## config.mk

```make
export PLATFORM = sky130hd
export DESIGN_NAME = ssri_mul
export DESIGN_NICKNAME = d
export VERILOG_FILES = /design/src/rtl/ssri_pkg.sv /design/src/rtl/ssri_mul.sv
export SDC_FILE = /design/constraint.sdc
export NUM_CORES = 2
export LEC_CHECK = 0
export ABC_AREA = 1
export BUFFER_PORTS_ARGS = -buffer_cell sky130_fd_sc_hd__buf_2
export CAP_MARGIN = 20
export CORE_MARGIN = 4
export CORE_UTILIZATION = 30
export CTS_CLUSTER_DIAMETER = 50
export DETAILED_ROUTE_END_ITERATION = 12
export GPL_ROUTABILITY_DRIVEN = 0
export PLACE_DENSITY = 0.55
export SLEW_MARGIN = 20
export SYNTH_ARGS = -nofsm -noshare
export SYNTH_HDL_FRONTEND = slang
export SYNTH_SLANG_ARGS = --single-unit
export TNS_END_PERCENT = 50
```

## constraint.sdc

```tcl
create_clock -name clk -period 12.12 [get_ports clk]
set_clock_uncertainty 0.2 [all_clocks]
set_input_delay 3.636 -clock clk [delete_from_list [all_inputs] [get_ports clk]]
set_output_delay 3.636 -clock clk [all_outputs]
set_load 0.03 [all_outputs]
```

## src/rtl/ssri_pkg.sv

```systemverilog
// ----------------------------------------------------------------------------
// ssri_pkg
// Shared types and constants for the step schedule rate integrator.
// ----------------------------------------------------------------------------
package ssri_pkg;

  localparam int unsigned VW = 64;

  typedef logic [VW-1:0]   val_t;
  typedef logic [2*VW-1:0] prod_t;

  typedef struct packed {
    val_t h;
    val_t a;
  } entry_t;

  localparam logic       KIND_APPEND = 1'b0;
  localparam logic       KIND_QUERY  = 1'b1;

  localparam logic [1:0] ST_OK       = 2'd0;
  localparam logic [1:0] ST_BAD_H    = 2'd1;
  localparam logic [1:0] ST_FULL     = 2'd2;

  typedef enum logic [2:0] {
    S_IDLE,
    S_ENT,
    S_WAIT,
    S_TAIL,
    S_TWAIT,
    S_FIN,
    S_DONE
  } state_t;

endpackage

```

## src/rtl/ssri_mul.sv

```systemverilog
// ----------------------------------------------------------------------------
// ssri_mul
// Sequential 64x64 multiplier: one 32x32 partial product per cycle, with the
// partial registered before it is added into the 128-bit sum.
// ----------------------------------------------------------------------------
module ssri_mul
  import ssri_pkg::*;
(
  input  logic  clk,
  input  logic  rst_n,
  input  logic  start,
  input  val_t  op_a,
  input  val_t  op_b,
  output logic  done,
  output prod_t prod
);

  logic        busy_r, done_r, pv_r;
  logic [2:0]  step_r;
  logic [1:0]  sh_r;
  val_t        a_r, b_r;
  logic [63:0] part_r;
  prod_t       acc_r, part_sh;
  logic [31:0] ah, bh;

  assign ah = step_r[1] ? a_r[63:32] : a_r[31:0];
  assign bh = step_r[0] ? b_r[63:32] : b_r[31:0];

  always_comb begin
    case (sh_r)
      2'd0:    part_sh = {64'd0, part_r};
      2'd3:    part_sh = {part_r, 64'd0};
      default: part_sh = {32'd0, part_r, 32'd0};
    endcase
  end

  always_ff @(posedge clk) begin
    if (!rst_n) begin
      busy_r <= 1'b0;
      done_r <= 1'b0;
    end else begin
      done_r <= busy_r && (step_r == 3'd4);
      if (start) begin
        busy_r <= 1'b1;
      end else if (busy_r && (step_r == 3'd4)) begin
        busy_r <= 1'b0;
      end
    end
  end

  always_ff @(posedge clk) begin
    if (start) begin
      a_r    <= op_a;
      b_r    <= op_b;
      step_r <= 3'd0;
      acc_r  <= '0;
      pv_r   <= 1'b0;
    end else if (busy_r) begin
      step_r <= step_r + 3'd1;
      part_r <= ah * bh;
      sh_r   <= step_r[1:0];
      pv_r   <= (step_r != 3'd4);
      if (pv_r) begin
        acc_r <= acc_r + part_sh;
      end
    end
  end

  assign done = done_r;
  assign prod = acc_r;

endmodule

```

* Yosys cells after proc, flatten, opt, wreduce, memory -nomap -nowiden *
Cells that the tools add are included.
Widths: inputs -> output; s select.

storage, ports and cells
  register bits = 328
  input port bits = 131
  output and inout bits = 129
  word-level logic and storage cells = 26

cells by class
  $add $sub $neg = 2
  $mul = 1
  eq/ne operators = 3
  multiplexer cells = 5
  bitwise logic cells = 1
  reductions and logical operators = 5

operators by type and width
  kind                 number
  $pmux 128 s2         1
  $add 128x128->128    1
  $mul 32x32->64       1
  $mux 32              2
  $reduce_and 2->1     2
  $add 3x1->3 const B  1
  $eq 3x3->1 const B   1
  $ne 3x3->1 const B   1
  $eq 2x2->1 const B   1
  $logic_not 2->1      1
  $mux 1               2
  $reduce_bool 2->1    1
  $logic_and 1x1->1    1
  $not 1->1            1

* Longest topological paths before layout *
  depth after elaboration = 4
  gate-level depth with buffers = 37
  mapped depth without buffers = 34

* Worst setup path after synthesis *
OpenSTA, ideal clock, no wires.

  path kind = input-to-reg
  from = input start
  to = register part_r[0], enable pin
  setup time = 0.490 ns
  arrival = 6.964 ns
  data required time = 11.430 ns
  slack = 4.466 ns
  cell stages on the path = 4
  path buffers = 3
  cell sequence = clkbuf_1 -> clkbuf_1 -> buf_1 -> nor2_1

on the way
  longest elaborated chain between the ends = 2

ends and longest elaborated chain
  element                            line            source
  from (decl)                        ssri_mul.sv:11  input logic start,
  $not 1->1 (no source line)         n/a
  $reduce_and 2->1 (no source line)  n/a
  to (signal assigned)               ssri_mul.sv:60  part_r <= ah * bh;
  to (decl)                          ssri_mul.sv:22  logic [63:0] part_r;

No other way between the ends.
A chain may end at the register's enable or synchronous reset.

* Worst setup path after layout *
  from = register step_r[1]
  to = register part_r[57] (data pin)

on the way
  longest elaborated chain between the ends = 2

ends and longest elaborated chain
  element                 line            source
  from (decl)             ssri_mul.sv:19  logic [2:0] step_r;
  from (signal assigned)  ssri_mul.sv:59  step_r <= step_r + 3'd1;
  $mux 32                 ssri_mul.sv:26  assign ah = step_r[1] ? a_r[63:32] : a_r[31:0];
  $mul 32x32->64          ssri_mul.sv:60

No other way between the ends.

==> flow_metrics.tcl <==
set metrics [dict create \
    synthTopCellsByCount "2131 x nand2_1, 2104 x inv_1, 1189 x nor2_1, 897 x fa_1, 394 x ha_1" \
    synth-main-ff-cell "edfxtp_1" \
    slew_headroom_pct 21.4 \
    grt_use_met2_pct 35.7 \
    grt_start_max_net_pins 83 \
    hold_buffers 0 \
    cp_num_cells 28 \
    cp_max_fo 34 \
    postCtsSetupBuffers 0 \
    synthCells 8429 \
    max-cap-violations 0 \
    crit_buf_inv 8 \
    dpl.hpwl_um 198000 \
    synth.net_count 9851 \
    crit_path_start_kind "flop" \
    wl_um 242000 \
    finalMaxSlewViolations 0 \
    tightest_slew_ns 1.17 \
    syn-cell-area_um2 59900 \
    die_h_um 455 \
    post-route-min-period_ns 9.06 \
    use_met1_pct 29.7 \
    setup_tns_ns 0 \
    ys_async_sr_fraction_pct 0 \
    hold_depth 2 \
    cp_top_family "adder cells" \
    overflow 0 \
    cp_common_cell "fa_1" \
    numCtsBuffers 48 \
    yosysSeqAreaShare_pct 14.2 \
    avgSynthCellArea_um2 7.11 \
    rows 163 \
    cts_resized 0 \
    drtIter0Drc 5890 \
    synth.distinct_cells 46 \
    crit_path_end_kind "flop" \
    top_usage_layer "met2" \
    synthToLayoutAreaGrowth_pct 9.98 \
    fill_cells 21300 \
    dr.pass1.iters 12 \
    fin_crit_sh_pct 74.7 \
    cts_num_sinks 328 \
    synth_area_leaders "fa_1 30%, nand2_1 13%, inv_1 13%" \
    post_drt_wl_per_cell_um 21.4 \
    grt_pass1_wl_um 353000 \
    cts_tree "done" \
    finalSetupViolCount 0 \
    drive_gt1_share_pct 8.70 \
    avgViaCountPerCell 4.85 \
    reg2regPathDepth 28 \
    clk_pin_slew_ns 0.06 \
    initial_core_util_pct 30.3 \
    status "completed" \
    synth-seq-cells 328 \
    grt_util_all_layers_pct 23.1 \
    cp_data_required_time_ns 12.35 \
    critical_path.slowest_cell "inv_1" \
    via_count 54700 \
    rsz0062_at_grt "false" \
    core_um2 198000 \
    design.die.area_um2 207000 \
    worstSetupPathType "reg2reg" \
    yosysTopAreaCellShare_pct 30.0 \
    design.final.nets 10000 \
    die_width_um 455 \
    port_buffers 259 \
    io_pins 260 \
    hp-class "reg2reg" \
    cts_root_buffer "clkbuf_16" \
    critPathMaxStageDelay_ns 0.70 \
    grt_pass1_vias 55000 \
    cp.arrival_ns 9.29 \
    drtAntennaViolNets 0 \
    drc 0 \
    synth_edf_count 194 \
    gr-usage-met3_pct 6.09 \
    fmax_ghz 0.110 \
    clock_latency_ns 0.68 \
    htreeDepth 2 \
    antenna_found_initial 4 \
    synth_most_common_cell "nand2_1" \
    yosys.area.top_type "fa_1" \
    hold_violations 0 \
    ys_warn_count 0 \
    clock_path_buffers 3 \
]
==> routing by layer <==
metal	up-vias	wire, µm	share of wire (%)
li1	25000	-	-
met3	629	26100	11
met4	2	14800	6.1
met2	2887	104000	43
met1	26200	97300	40
met5	-	14	0.0058
==> placed cells by master, fill, tap and decap left out, types with 10 or more instances in the layout <==
cell type	count
or2_2	64
nor2_1	1188
nand3_2	15
inv_2	36
clkbuf_16	48
o211ai_1	10
o21ai_2	60
nor3_2	24
nor2_2	58
a21oi_1	174
nand4_1	29
buf_2	258
xor2_1	98
o21ai_0	125
nor2_4	10
xnor2_1	19
nand2_1	2129
fa_1	897
a21o_1	17
inv_1	2102
edfxtp_1	194
ha_1	394
dfxtp_1	132
inv_6	12
o22ai_1	64
o21bai_1	22
nand3_1	181
nor3_1	34
clkinv_1	14
buf_4	81
nand2_2	52
a31oi_1	22
==> worst register-to-register path, delay by kind of cell (launching register included) <==
family / cells / cell delay [ns]
adder cells (fa/ha/maj): 9 / 4.52
buffers and inverters: 8 / 1.75
AO/OA/AOI/OAI: 5 / 1.28
AND/OR/NAND/NOR: 6 / 0.76
flip-flops: 1 / 0.33
==> registers in the layout, indices dropped and copies added (netlist names) <==
signal and count:
step_r 3, sh_r 2, busy_r 1, b_r 64, part_r 64, a_r 64
done 1, prod 128, pv_r 1
==> area by class of cell <==
class | instances | area [µm²] | area share (%)
Inverter | 2148 | 8070 | 12.2
Antenna cell | 6 | 15.0 | 0.0228
Sequential cell | 328 | 8510 | 12.9
Tap cell | 2640 | 3300 | 5.01
Clock inverter | 33 | 347 | 0.526
Clock buffer | 56 | 1260 | 1.91
Timing Repair Buffer | 340 | 1910 | 2.90
Multi-Input combinational cell | 5727 | 42500 | 64.5
==> worst paths after layout <==
check | from | end | slack, ns
setup reg to reg | step_r[1]$_SDFFE_PP0P_ | part_r[57]$_DFFE_PP_ | 3.06
hold reg to reg | step_r[2]$_SDFFE_PP0P_ | step_r[2]$_SDFFE_PP0P_ | 0.30
hold / removal | step_r[2]$_SDFFE_PP0P_ | step_r[2]$_SDFFE_PP0P_ | 0.30
setup / recovery | step_r[1]$_SDFFE_PP0P_ | part_r[57]$_DFFE_PP_ | 3.06
==> cell families after synthesis <==
family	synth area share, %
buffers and inverters	15.1
adder cells (fa/ha/maj)	38.2
AND/OR/NAND/NOR	25.8
XOR/XNOR	1.71
AO/OA/AOI/OAI	4.99
flip-flops	14.2
==> through the flow <==
| step | worst slack, ns | util [%] | cell area (µm²) | instances | hold WS [ns] |
|---|---|---|---|---|---|
| after floorplan | 4.47 | - | 59900 | 8429 | 0.229 |
| after CTS | 3.16 | 33.3 | 65900 | 11300 | 0.299 |
| after detailed placement | 3.15 | 32.5 | 64300 | 11200 | 0.290 |
| final | 3.06 | 33.3 | 65900 | 11300 | 0.302 |
| after global routing | 2.66 | 33.3 | 65900 | 11300 | 0.349 |
| after global placement | 3.27 | 32.5 | 64300 | 11200 | 0.278 |
Power is left out: the tool's default activity adds up to more than one toggle a clock period on the data nets, which glitch-free logic cannot reach.
