`src/rtl/ssri_pkg.sv`:
```
// ----------------------------------------------------------------------------
// ssri_pkg
// Shared types and constants for the step schedule rate integrator.
// ----------------------------------------------------------------------------
package ssri_pkg;

  localparam int unsigned VW = 64;

  typedef logic [VW-1:0]   val_t;
  typedef logic [2*VW-1:0] prod_t;

  typedef struct packed {
    val_t h;
    val_t a;
  } entry_t;

  localparam logic       KIND_APPEND = 1'b0;
  localparam logic       KIND_QUERY  = 1'b1;

  localparam logic [1:0] ST_OK       = 2'd0;
  localparam logic [1:0] ST_BAD_H    = 2'd1;
  localparam logic [1:0] ST_FULL     = 2'd2;

  typedef enum logic [2:0] {
    S_IDLE,
    S_ENT,
    S_WAIT,
    S_TAIL,
    S_TWAIT,
    S_FIN,
    S_DONE
  } state_t;

endpackage

```
`src/rtl/ssri_cell.sv`:
```
// ----------------------------------------------------------------------------
// ssri_cell
// One breakpoint slot of the rotating ring: loads on a write, else takes its
// neighbor's entry on a shift.
// ----------------------------------------------------------------------------
module ssri_cell
  import ssri_pkg::*;
(
  input  logic   clk,
  input  logic   shift,
  input  logic   wr,
  input  entry_t wr_ent,
  input  entry_t nb_ent,
  output entry_t ent
);

  entry_t ent_r;

  always_ff @(posedge clk) begin
    if (wr) begin
      ent_r <= wr_ent;
    end else if (shift) begin
      ent_r <= nb_ent;
    end
  end

  assign ent = ent_r;

endmodule

```
`config.mk`:
```
export PLATFORM = sky130hd
export DESIGN_NAME = ssri_cell
export DESIGN_NICKNAME = d
export VERILOG_FILES = /design/src/rtl/ssri_pkg.sv /design/src/rtl/ssri_cell.sv
export SDC_FILE = /design/constraint.sdc
export NUM_CORES = 1
export LEC_CHECK = 0
export ABC_AREA = 1
export BUFFER_PORTS_ARGS = -buffer_cell sky130_fd_sc_hd__buf_2
export CAP_MARGIN = 0
export CORE_AREA = 5 5 147 149
export DETAILED_ROUTE_END_ITERATION = 16
export DIE_AREA = 0 0 152 154
export PLACE_DENSITY_LB_ADDON = 0.2
export SYNTH_ARGS = -nofsm -noshare
export SYNTH_HDL_FRONTEND = slang
export SYNTH_SLANG_ARGS = --single-unit
```
`constraint.sdc`:
```
create_clock -name clk -period 2.5 [get_ports clk]
set_input_delay 0.25 -clock clk [delete_from_list [all_inputs] [get_ports clk]]
set_output_delay 0.25 -clock clk [all_outputs]
set_load 0.05 [all_outputs]
```
=== Word-level counts from Yosys, hierarchy flattened ===
Index checks and enable logic that the tools add are counted.

* Flip-flop bits (word level): 128
* Input bits: 259
* Output and inout port bits: 128
* Word-level logic and storage cells: 5

* Muxes and demuxes: 2
* Reduce and logical (&&, ||, !) cells: 1

{| class="wikitable"
|+ Operator list
! cell !! count
|-
| 128-bit two-way mux || 2
|-
| 2-bit nonzero test || 1
|}

=== Logic depth before layout (Yosys ltp) ===
Gate-level depths: netlist (run 1).

* Word-level depth: 2
* Gate-level depth with buffers: 5
* Mapped depth without buffers: 3

=== Worst setup path before layout (run 1) ===
Ideal clock, no wire load.

* Path type: input to register
* From: input wr
* To: register ent_r, in the netlist ent[0], enable pin
* Setup time: 0.433 ns
* Arrival: 1.970 ns
* Data required time: 2.067 ns
* Path slack: 0.097 ns
* Stages on the path: 2
* Path through: buf_4 or2_2

* Longest elaborated chain between the ends: 1

{| class="wikitable"
|+ RTL lines
! element !! RTL line !! RTL
|-
| start, declared || ssri_cell.sv:11 || <nowiki>input logic wr,</nowiki>
|-
| 2-bit nonzero test (no line) || n/a ||
|-
| end signal, assigned || ssri_cell.sv:21 || <nowiki>ent_r <= wr_ent;</nowiki>
|-
| end signal, assigned || ssri_cell.sv:23 || <nowiki>ent_r <= nb_ent;</nowiki>
|-
| end, declared || ssri_cell.sv:17 || <nowiki>entry_t ent_r;</nowiki>
|}

No other way between the ends.
A chain may end at the register's enable or synchronous reset.

=== Final worst setup path (run 1) ===
* From: register ent_r, in the netlist ent[25]
* To: output ent[25] (netlist name)

{| class="wikitable"
|+ RTL lines
! element !! RTL line !! RTL
|-
| end, declared || ssri_cell.sv:14 || <nowiki>output entry_t ent</nowiki>
|}

No word-level cell between the ends.

==> implementation parameters, run 1 <==
Parameter                              Value

Synthesis
  Post-Synth XOR/XNOR Area    0
  Post-Synthesis Cells    542
  Distinct cell type count after synthesis    6
  Average instance area after synthesis    10.09 um^2
  Top cell type by total area after synthesis    sky130_fd_sc_hd__edfxtp_1
  Dominant combinational cell family by area after synthesis    simple AND/OR/NAND/NOR gates
  Post-synthesis mux area share    0
  Post-Syn Area    0.005470 mm^2
  Largest cells by area after synthesis    sky130_fd_sc_hd__edfxtp_1 70%, sky130_fd_sc_hd__nand2_1 26%, sky130_fd_sc_hd__buf_4 1.9%
  Post-Synthesis Net Count    801
  Fraction of synthesized cell area taken by the top area cell type    0.7027
  Post-synthesis simple-gate area fraction    0.2646
  Seq cells post-synth    128
  Adder-Cell Fraction of Synth Area    0
  Part of the Yosys area used for sequential elements    0.7027
  Synthesized-area fraction occupied by ao, oa, aoi and oai cells    0
  Yosys synthesis warning count    0

Critical path
  Crit Path Max Fanout    1
  Buf+Inv Stages, Crit Path    1
  Data required time at the worst endpoint    2250 ps
  Cell breakdown of the critical path    buf_2
  Kind of critical path    reg -> out
  Library cell contributing the largest single delay on the critical path    sky130_fd_sc_hd__edfxtp_1
  Crit path launch type    flip-flop
  Endpoint arrival time on the critical path    1070 ps
  Crit end category    output port
  Category of cells accounting for the largest share of critical-path delay    flip-flops
  Stage delay of the slowest cell on the critical path    380 ps

Place
  Placed wire-length estimate    14.06 mm
  Global placement routability congestion    0.8023
  Number of buffer cells added on primary ports    386
  Cell area after placement    0.007675 mm^2

STA
  Tcrit/Tclk final    0.5261
  Final Hold Vio Count    0
  Min cycle time layout    1315 ps
  Transition time at the pin with the least slew margin    561.0 ps
  Setup Viol. Count Final    0
  Final-layout setup total negative slack    0 ps
  Number of slew-limit violations in the final report    0
  Relative max-transition margin    0.6260
  Highest achievable clock rate    0.7603 GHz
  Smallest hold slack    99.89 ps
  Setup repair after global routing missed its margin    no

Detailed routing
  Number of iterations in the first detailed-routing pass    4
  Routed Antenna Nets    0
  Total wire length    18.45 mm
  Vias per std cell    4.046
  Drt initial violations    195
  Number of vias in the routed layout    4887
  Routed length per placed instance    15.27 um
  DRC violations left    0

Global route
  First-pass GRT wire length    27.05 mm
  GRT Resource Usage Total    0.1498
  Largest net degree at the start of global routing    128
  Number of antenna violations at the first check in global routing    1
  Total global routing overflow    0
  Vias in the first global route    4749

Clock tree
  Count of hold buffers inserted by post-cts repair    0
  Max H-tree Level    4
  CTS root buf    sky130_fd_sc_hd__clkbuf_16
  Number of gates given a new drive strength after cts    0
  Sinks on Clock Net    128
  Post-CTS setup buffer count    0
  Number of buffers added by the clock tree synthesis step    17
  TritonCTS clock tree    done
  Maximum number of buffers from clock root to sink    2
  Clock-pin slew on the worst setup and hold paths    60 ps

Power
  Max VDD drop    0.4162 mV
  Total power per unit cell area    806.7 mW/mm^2
  Leakage power total    4.304 nW

Die
  Initial Util    0.2730
  FP Rows    52
  Die Y    154 um
  Core footprint    0.02004 mm^2
  Die outline width    152 um
  Top Ports    387
  Die Outline Area    0.02341 mm^2

Finish
  Fraction of final layout cells with drive strength greater than 1    0.4510
  Layout fillers    2053
  Nets    1185
  Final Instance Area    0.008228 mm^2
  Layout area overhead    50.41%
  Antenna cells    0
  Number of flip-flops under the largest register name    128

Status
  Outcome    completed

Run
  MaxCap Viol Count    0

Hold path
  Worst min path class    in -> reg
metal layers:
layer / up-vias / GRT usage / wire length, um
met5: - / 0 / 13
met4: 2 / 0.04966 / 319
met3: 20 / 0.05958 / 1727
met2: 245 / 0.2646 / 9546
met1: 2110 / 0.1649 / 6845
li1: 2510 / - / -
cells in the mapped netlist:
| library cell | count |
|---|---|
| sky130_fd_sc_hd__buf_2 | 14 |
| sky130_fd_sc_hd__buf_4 | 14 |
| sky130_fd_sc_hd__edfxtp_1 | 128 |
| sky130_fd_sc_hd__inv_2 | 1 |
| sky130_fd_sc_hd__nand2_1 | 384 |
| sky130_fd_sc_hd__or2_2 | 1 |
cells in the final DEF (no fill, tap or decap), drive strengths merged:
master / netlist / routed
buf: 28 / 393
nand2: 384 / 384
edfxtp: 128 / 128
clkbuf: 0 / 19
clkinv: 0 / 7
clkinvlp: 0 / 3
bufinv: 0 / 2
inv: 1 / 1
or2: 1 / 1
where the power goes:
group	leakage (nW)	switching, mW	internal (mW)
Sequential	1.32	0.0567	2.64
Combinational	2.72	1.20	0.381
Clock	0.266	0.913	1.45
per-stage QoR:
step	utilization	power [mW]	setup slack, ps	cells
final	0.4106	6.637	1185	1208
after global routing	0.4106	6.919	1138	1208
after CTS	0.4106	6.732	1141	1208
after detailed placement	0.3830	4.346	905.9	1177
after global placement	0.3830	4.335	932.3	1177
after floorplan	-	3.825	96.50	542
final cells by class:
cell class,count,area (um^2),share of cell area
Tap cell,270,337.8,0.04106
Multi-Input combinational cell,385,1450,0.1762
Clock inverter,12,120.1,0.01460
Inverter,1,6.256,0.0007603
Timing Repair Buffer,393,2037,0.2476
Clock buffer,19,432.9,0.05262
Sequential cell,128,3844,0.4672
cells by family after synthesis:
| group | count (synthesis) |
|---|---|
| and+or+nand+nor | 385 |
| buffers and inverters | 29 |
| DFF | 128 |
final timing paths:
check        from       to  slack [ps]  cells past startpoint
max       ent[25]  ent[25]        1180                      1
min    nb_ent[42]  ent[42]         100                      3
Power figures use the tool's default switching activity.
==> run 2, diff against run 1 <==
CORE_AREA = 5 5 149 151   (was 5 5 147 149)
DIE_AREA = 0 0 154 156   (was 0 0 152 154)
clock period = 1.3 ns   (was 2.5 ns; I/O delays follow)
==> run 2 against run 1 <==
Critical path depth up 4; the flow now finishes with violations (hold timing, setup timing); clock power up 95%; wire length up 12%; via count up 20%; hold slack worse by 100 ps; design area up 25%; count of clock-buffer cells in the layout down 2; sequential share of layout area down 9.4 points; combinational power up 130%.
==> implementation parameters, run 2 (synthesized netlist as in run 1, its figures left out) <==
Parameter                              Value

Status
  Outcome    complete, but fails checks
  Failing checks    hold timing, setup timing

Clock tree
  Maximum number of buffers from clock root to sink    2 (unchanged)
  Post-CTS setup buffer count    0 (unchanged)
  TritonCTS clock tree    done
  CTS root buf    sky130_fd_sc_hd__clkbuf_16
  Sinks on Clock Net    128 (unchanged)
  Clock-pin slew on the worst setup and hold paths    60 ps (about the same)
  Max H-tree Level    4 (unchanged)
  Number of buffers added by the clock tree synthesis step    17 (unchanged)

Die
  Initial Util    0.2644 (-0.008584)
  Die Outline Area    0.02402 mm^2 (+2.6%)
  FP Rows    53 (+1.9%)
  Die Y    156 um (+1.3%)
  Top Ports    387 (unchanged)
  Die outline width    154 um (+1.3%)
  Core footprint    0.02069 mm^2 (+3.2%)

Power
  Total chip power    13.44 mW (+100%)
  Total power per unit cell area    1303 mW/mm^2 (+62%)
  Max VDD drop    0.8397 mV (+100%)
  Leakage power total    5.251 nW (+22%)

STA
  Final Hold Vio Count    4 (+4)
  Worst-case setup margin in the final layout    -16.73 ps (-1201 ps)
  Transition time at the pin with the least slew margin    332.2 ps (-228.8 ps)
  Relative max-transition margin    0.7785 (+0.1525)
  Highest achievable clock rate    0.7595 GHz
  Tcrit/Tclk final    1.013
  Number of slew-limit violations in the final report    0 (unchanged)
  Setup Viol. Count Final    2 (+2)
  Min cycle time layout    1317 ps
  Smallest hold slack    -4.618 ps (-104.5 ps)

Detailed routing
  Number of iterations in the first detailed-routing pass    5 (+1)
  Routed Antenna Nets    0 (unchanged)
  Drt initial violations    259 (+33%)
  DRC violations left    0 (unchanged)
  Number of vias in the routed layout    5879 (+20%)
  Total wire length    20.60 mm (+12%)
  Routed length per placed instance    14.53 um (-4.8%)
  Vias per std cell    4.149 (+2.6%)

Place
  Post-Place Worst Slack    195.6 ps (-710.4 ps)
  Global placement routability congestion    0.8433 (+5.1%)
  Number of buffer cells added on primary ports    386 (unchanged)
  Cell area after placement    0.007729 mm^2 (+0.70%)
  Placed wire-length estimate    14.24 mm (+1.3%)
  Total instance count after detailed placement    1185 (+0.68%)

Finish
  Layout area overhead    88.49%
  Cell Count, Final, Fillers Out    1417 (+17%)
  Nets    1387 (+17%)
  Number of flip-flops under the largest register name    128 (unchanged)
  Most common cell after layout, fill and taps aside    sky130_fd_sc_hd__buf_2
  Final Instance Area    0.01031 mm^2 (+25%)
  Fraction of final layout cells with drive strength greater than 1    0.3746 (-0.07640)
  Post-layout utilization of the core    0.4984 (+0.08778)
  Highest-count cells in the layout ignoring fill and taps    385 x sky130_fd_sc_hd__buf_2, 384 x sky130_fd_sc_hd__nand2_1, 192 x sky130_fd_sc_hd__dlygate4sd3_1, 128 x sky130_fd_sc_hd__edfxtp_1, 17 x sky130_fd_sc_hd__clkbuf_16

Run
  MaxCap Viol Count    0 (unchanged)

Global route
  Largest net degree at the start of global routing    72 (-44%)
  Vias in the first global route    6144 (+29%)
  First-pass GRT wire length    31.48 mm (+16%)
  Number of antenna violations at the first check in global routing    3 (+2)
  GRT Resource Usage Total    0.1669 (+0.01709)
  Total global routing overflow    0 (unchanged)

Critical path
  Crit path launch type    input port
  Data required time at the worst endpoint    1460 ps (-790 ps)
  Cell breakdown of the critical path    dlygate4sd3_1 -> buf_2 -> nand2_1 -> nand2_1 -> dlygate4sd3_1
  Crit end category    flip-flop
  Crit Path Max Fanout    1 (unchanged)
  Library cell contributing the largest single delay on the critical path    sky130_fd_sc_hd__dlygate4sd3_1
  Kind of critical path    in -> reg
  Endpoint of the most critical setup path    ent[73]
  Stage delay of the slowest cell on the critical path    550 ps (+170 ps)
  Crit. Startpoint    nb_ent[73]
  Endpoint arrival time on the critical path    1470 ps (+400 ps)

Hold path
  Worst min path class    in -> reg
run 2: cell count changes in the layout (fill, tap and decap cells not counted), sizes merged:
cell	delta
dlygate4sd3	+192
dlymetal6s4s	+7
buf	+3
clkbuf	-2
diode	+2
inv	+2
clkinv	-1
clkinvlp	+1
run 2: report_power, final:
part | total, mW | switching, mW | leakage [nW] | internal [mW]
combinational | 3.65 | 2.43 | 3.67 | 1.22
clock | 4.60 | 1.80 | 0.267 | 2.80
sequential | 5.19 | 0.117 | 1.32 | 5.07
run 2: critical path: cells and delay by family:
| family | cells | cell delay [ps] |
|---|---|---|
| buffers and inverters | 3 | 1240 |
| AND/OR/NAND/NOR | 2 | 110 |
run 2: how the worst min path moves through the flow:
stage	start	slack, ps	cells after the start	endpoint
2_1_floorplan	nb_ent[0]	310	2	ent[0]
3_3_place_gp	nb_ent[77]	390	3	ent[77]
3_5_place_dp	nb_ent[22]	400	3	ent[22]
4_1_cts	nb_ent[51]	0.3	3	ent[51]
5_1_grt	nb_ent[66]	2	3	ent[66]
6_report	wr_ent[99]	-5	3	ent[99]
run 2: metrics by stage:
| stage | hold WS [ps] | TNS, ps |
|---|---|---|
| 2_1_floorplan | 308.6 | -38820 |
| 3_3_place_gp | 391.7 | 0 |
| 3_5_place_dp | 398.0 | 0 |
| 4_1_cts | 0.2713 | 0 |
| 5_1_grt | 2.392 | -0.3428 |
| 6_report | -4.618 | -25.15 |
run 2: area by class of cell:
cell class	count	area, um^2
inverter	1	6.256
multi-input combinational	385	1450
antenna	2	5.005
fill	1929	10380
tap	275	344.1
timing repair buffer	595	4094
clock buffer	17	425.4
clock inverter	14	142.6
sequential	128	3844
run 2: routing by layer:
layer	vias up	GRT usage	wire length, um	share of wire
met2	293	0.3055	10580	0.51
met5	-	0	13	0.00063
met3	34	0.05742	1923	0.093
met4	2	0.07023	561	0.027
li1	2918	-	-	-
met1	2632	0.1742	7512	0.36
run 2: repair_timing:
action | CTS | global route
hold buffers | 215 | 0
gates resized for setup | 0 | 7
hold endpoints to repair | 114 | 0
setup endpoints to repair | 0 | 23
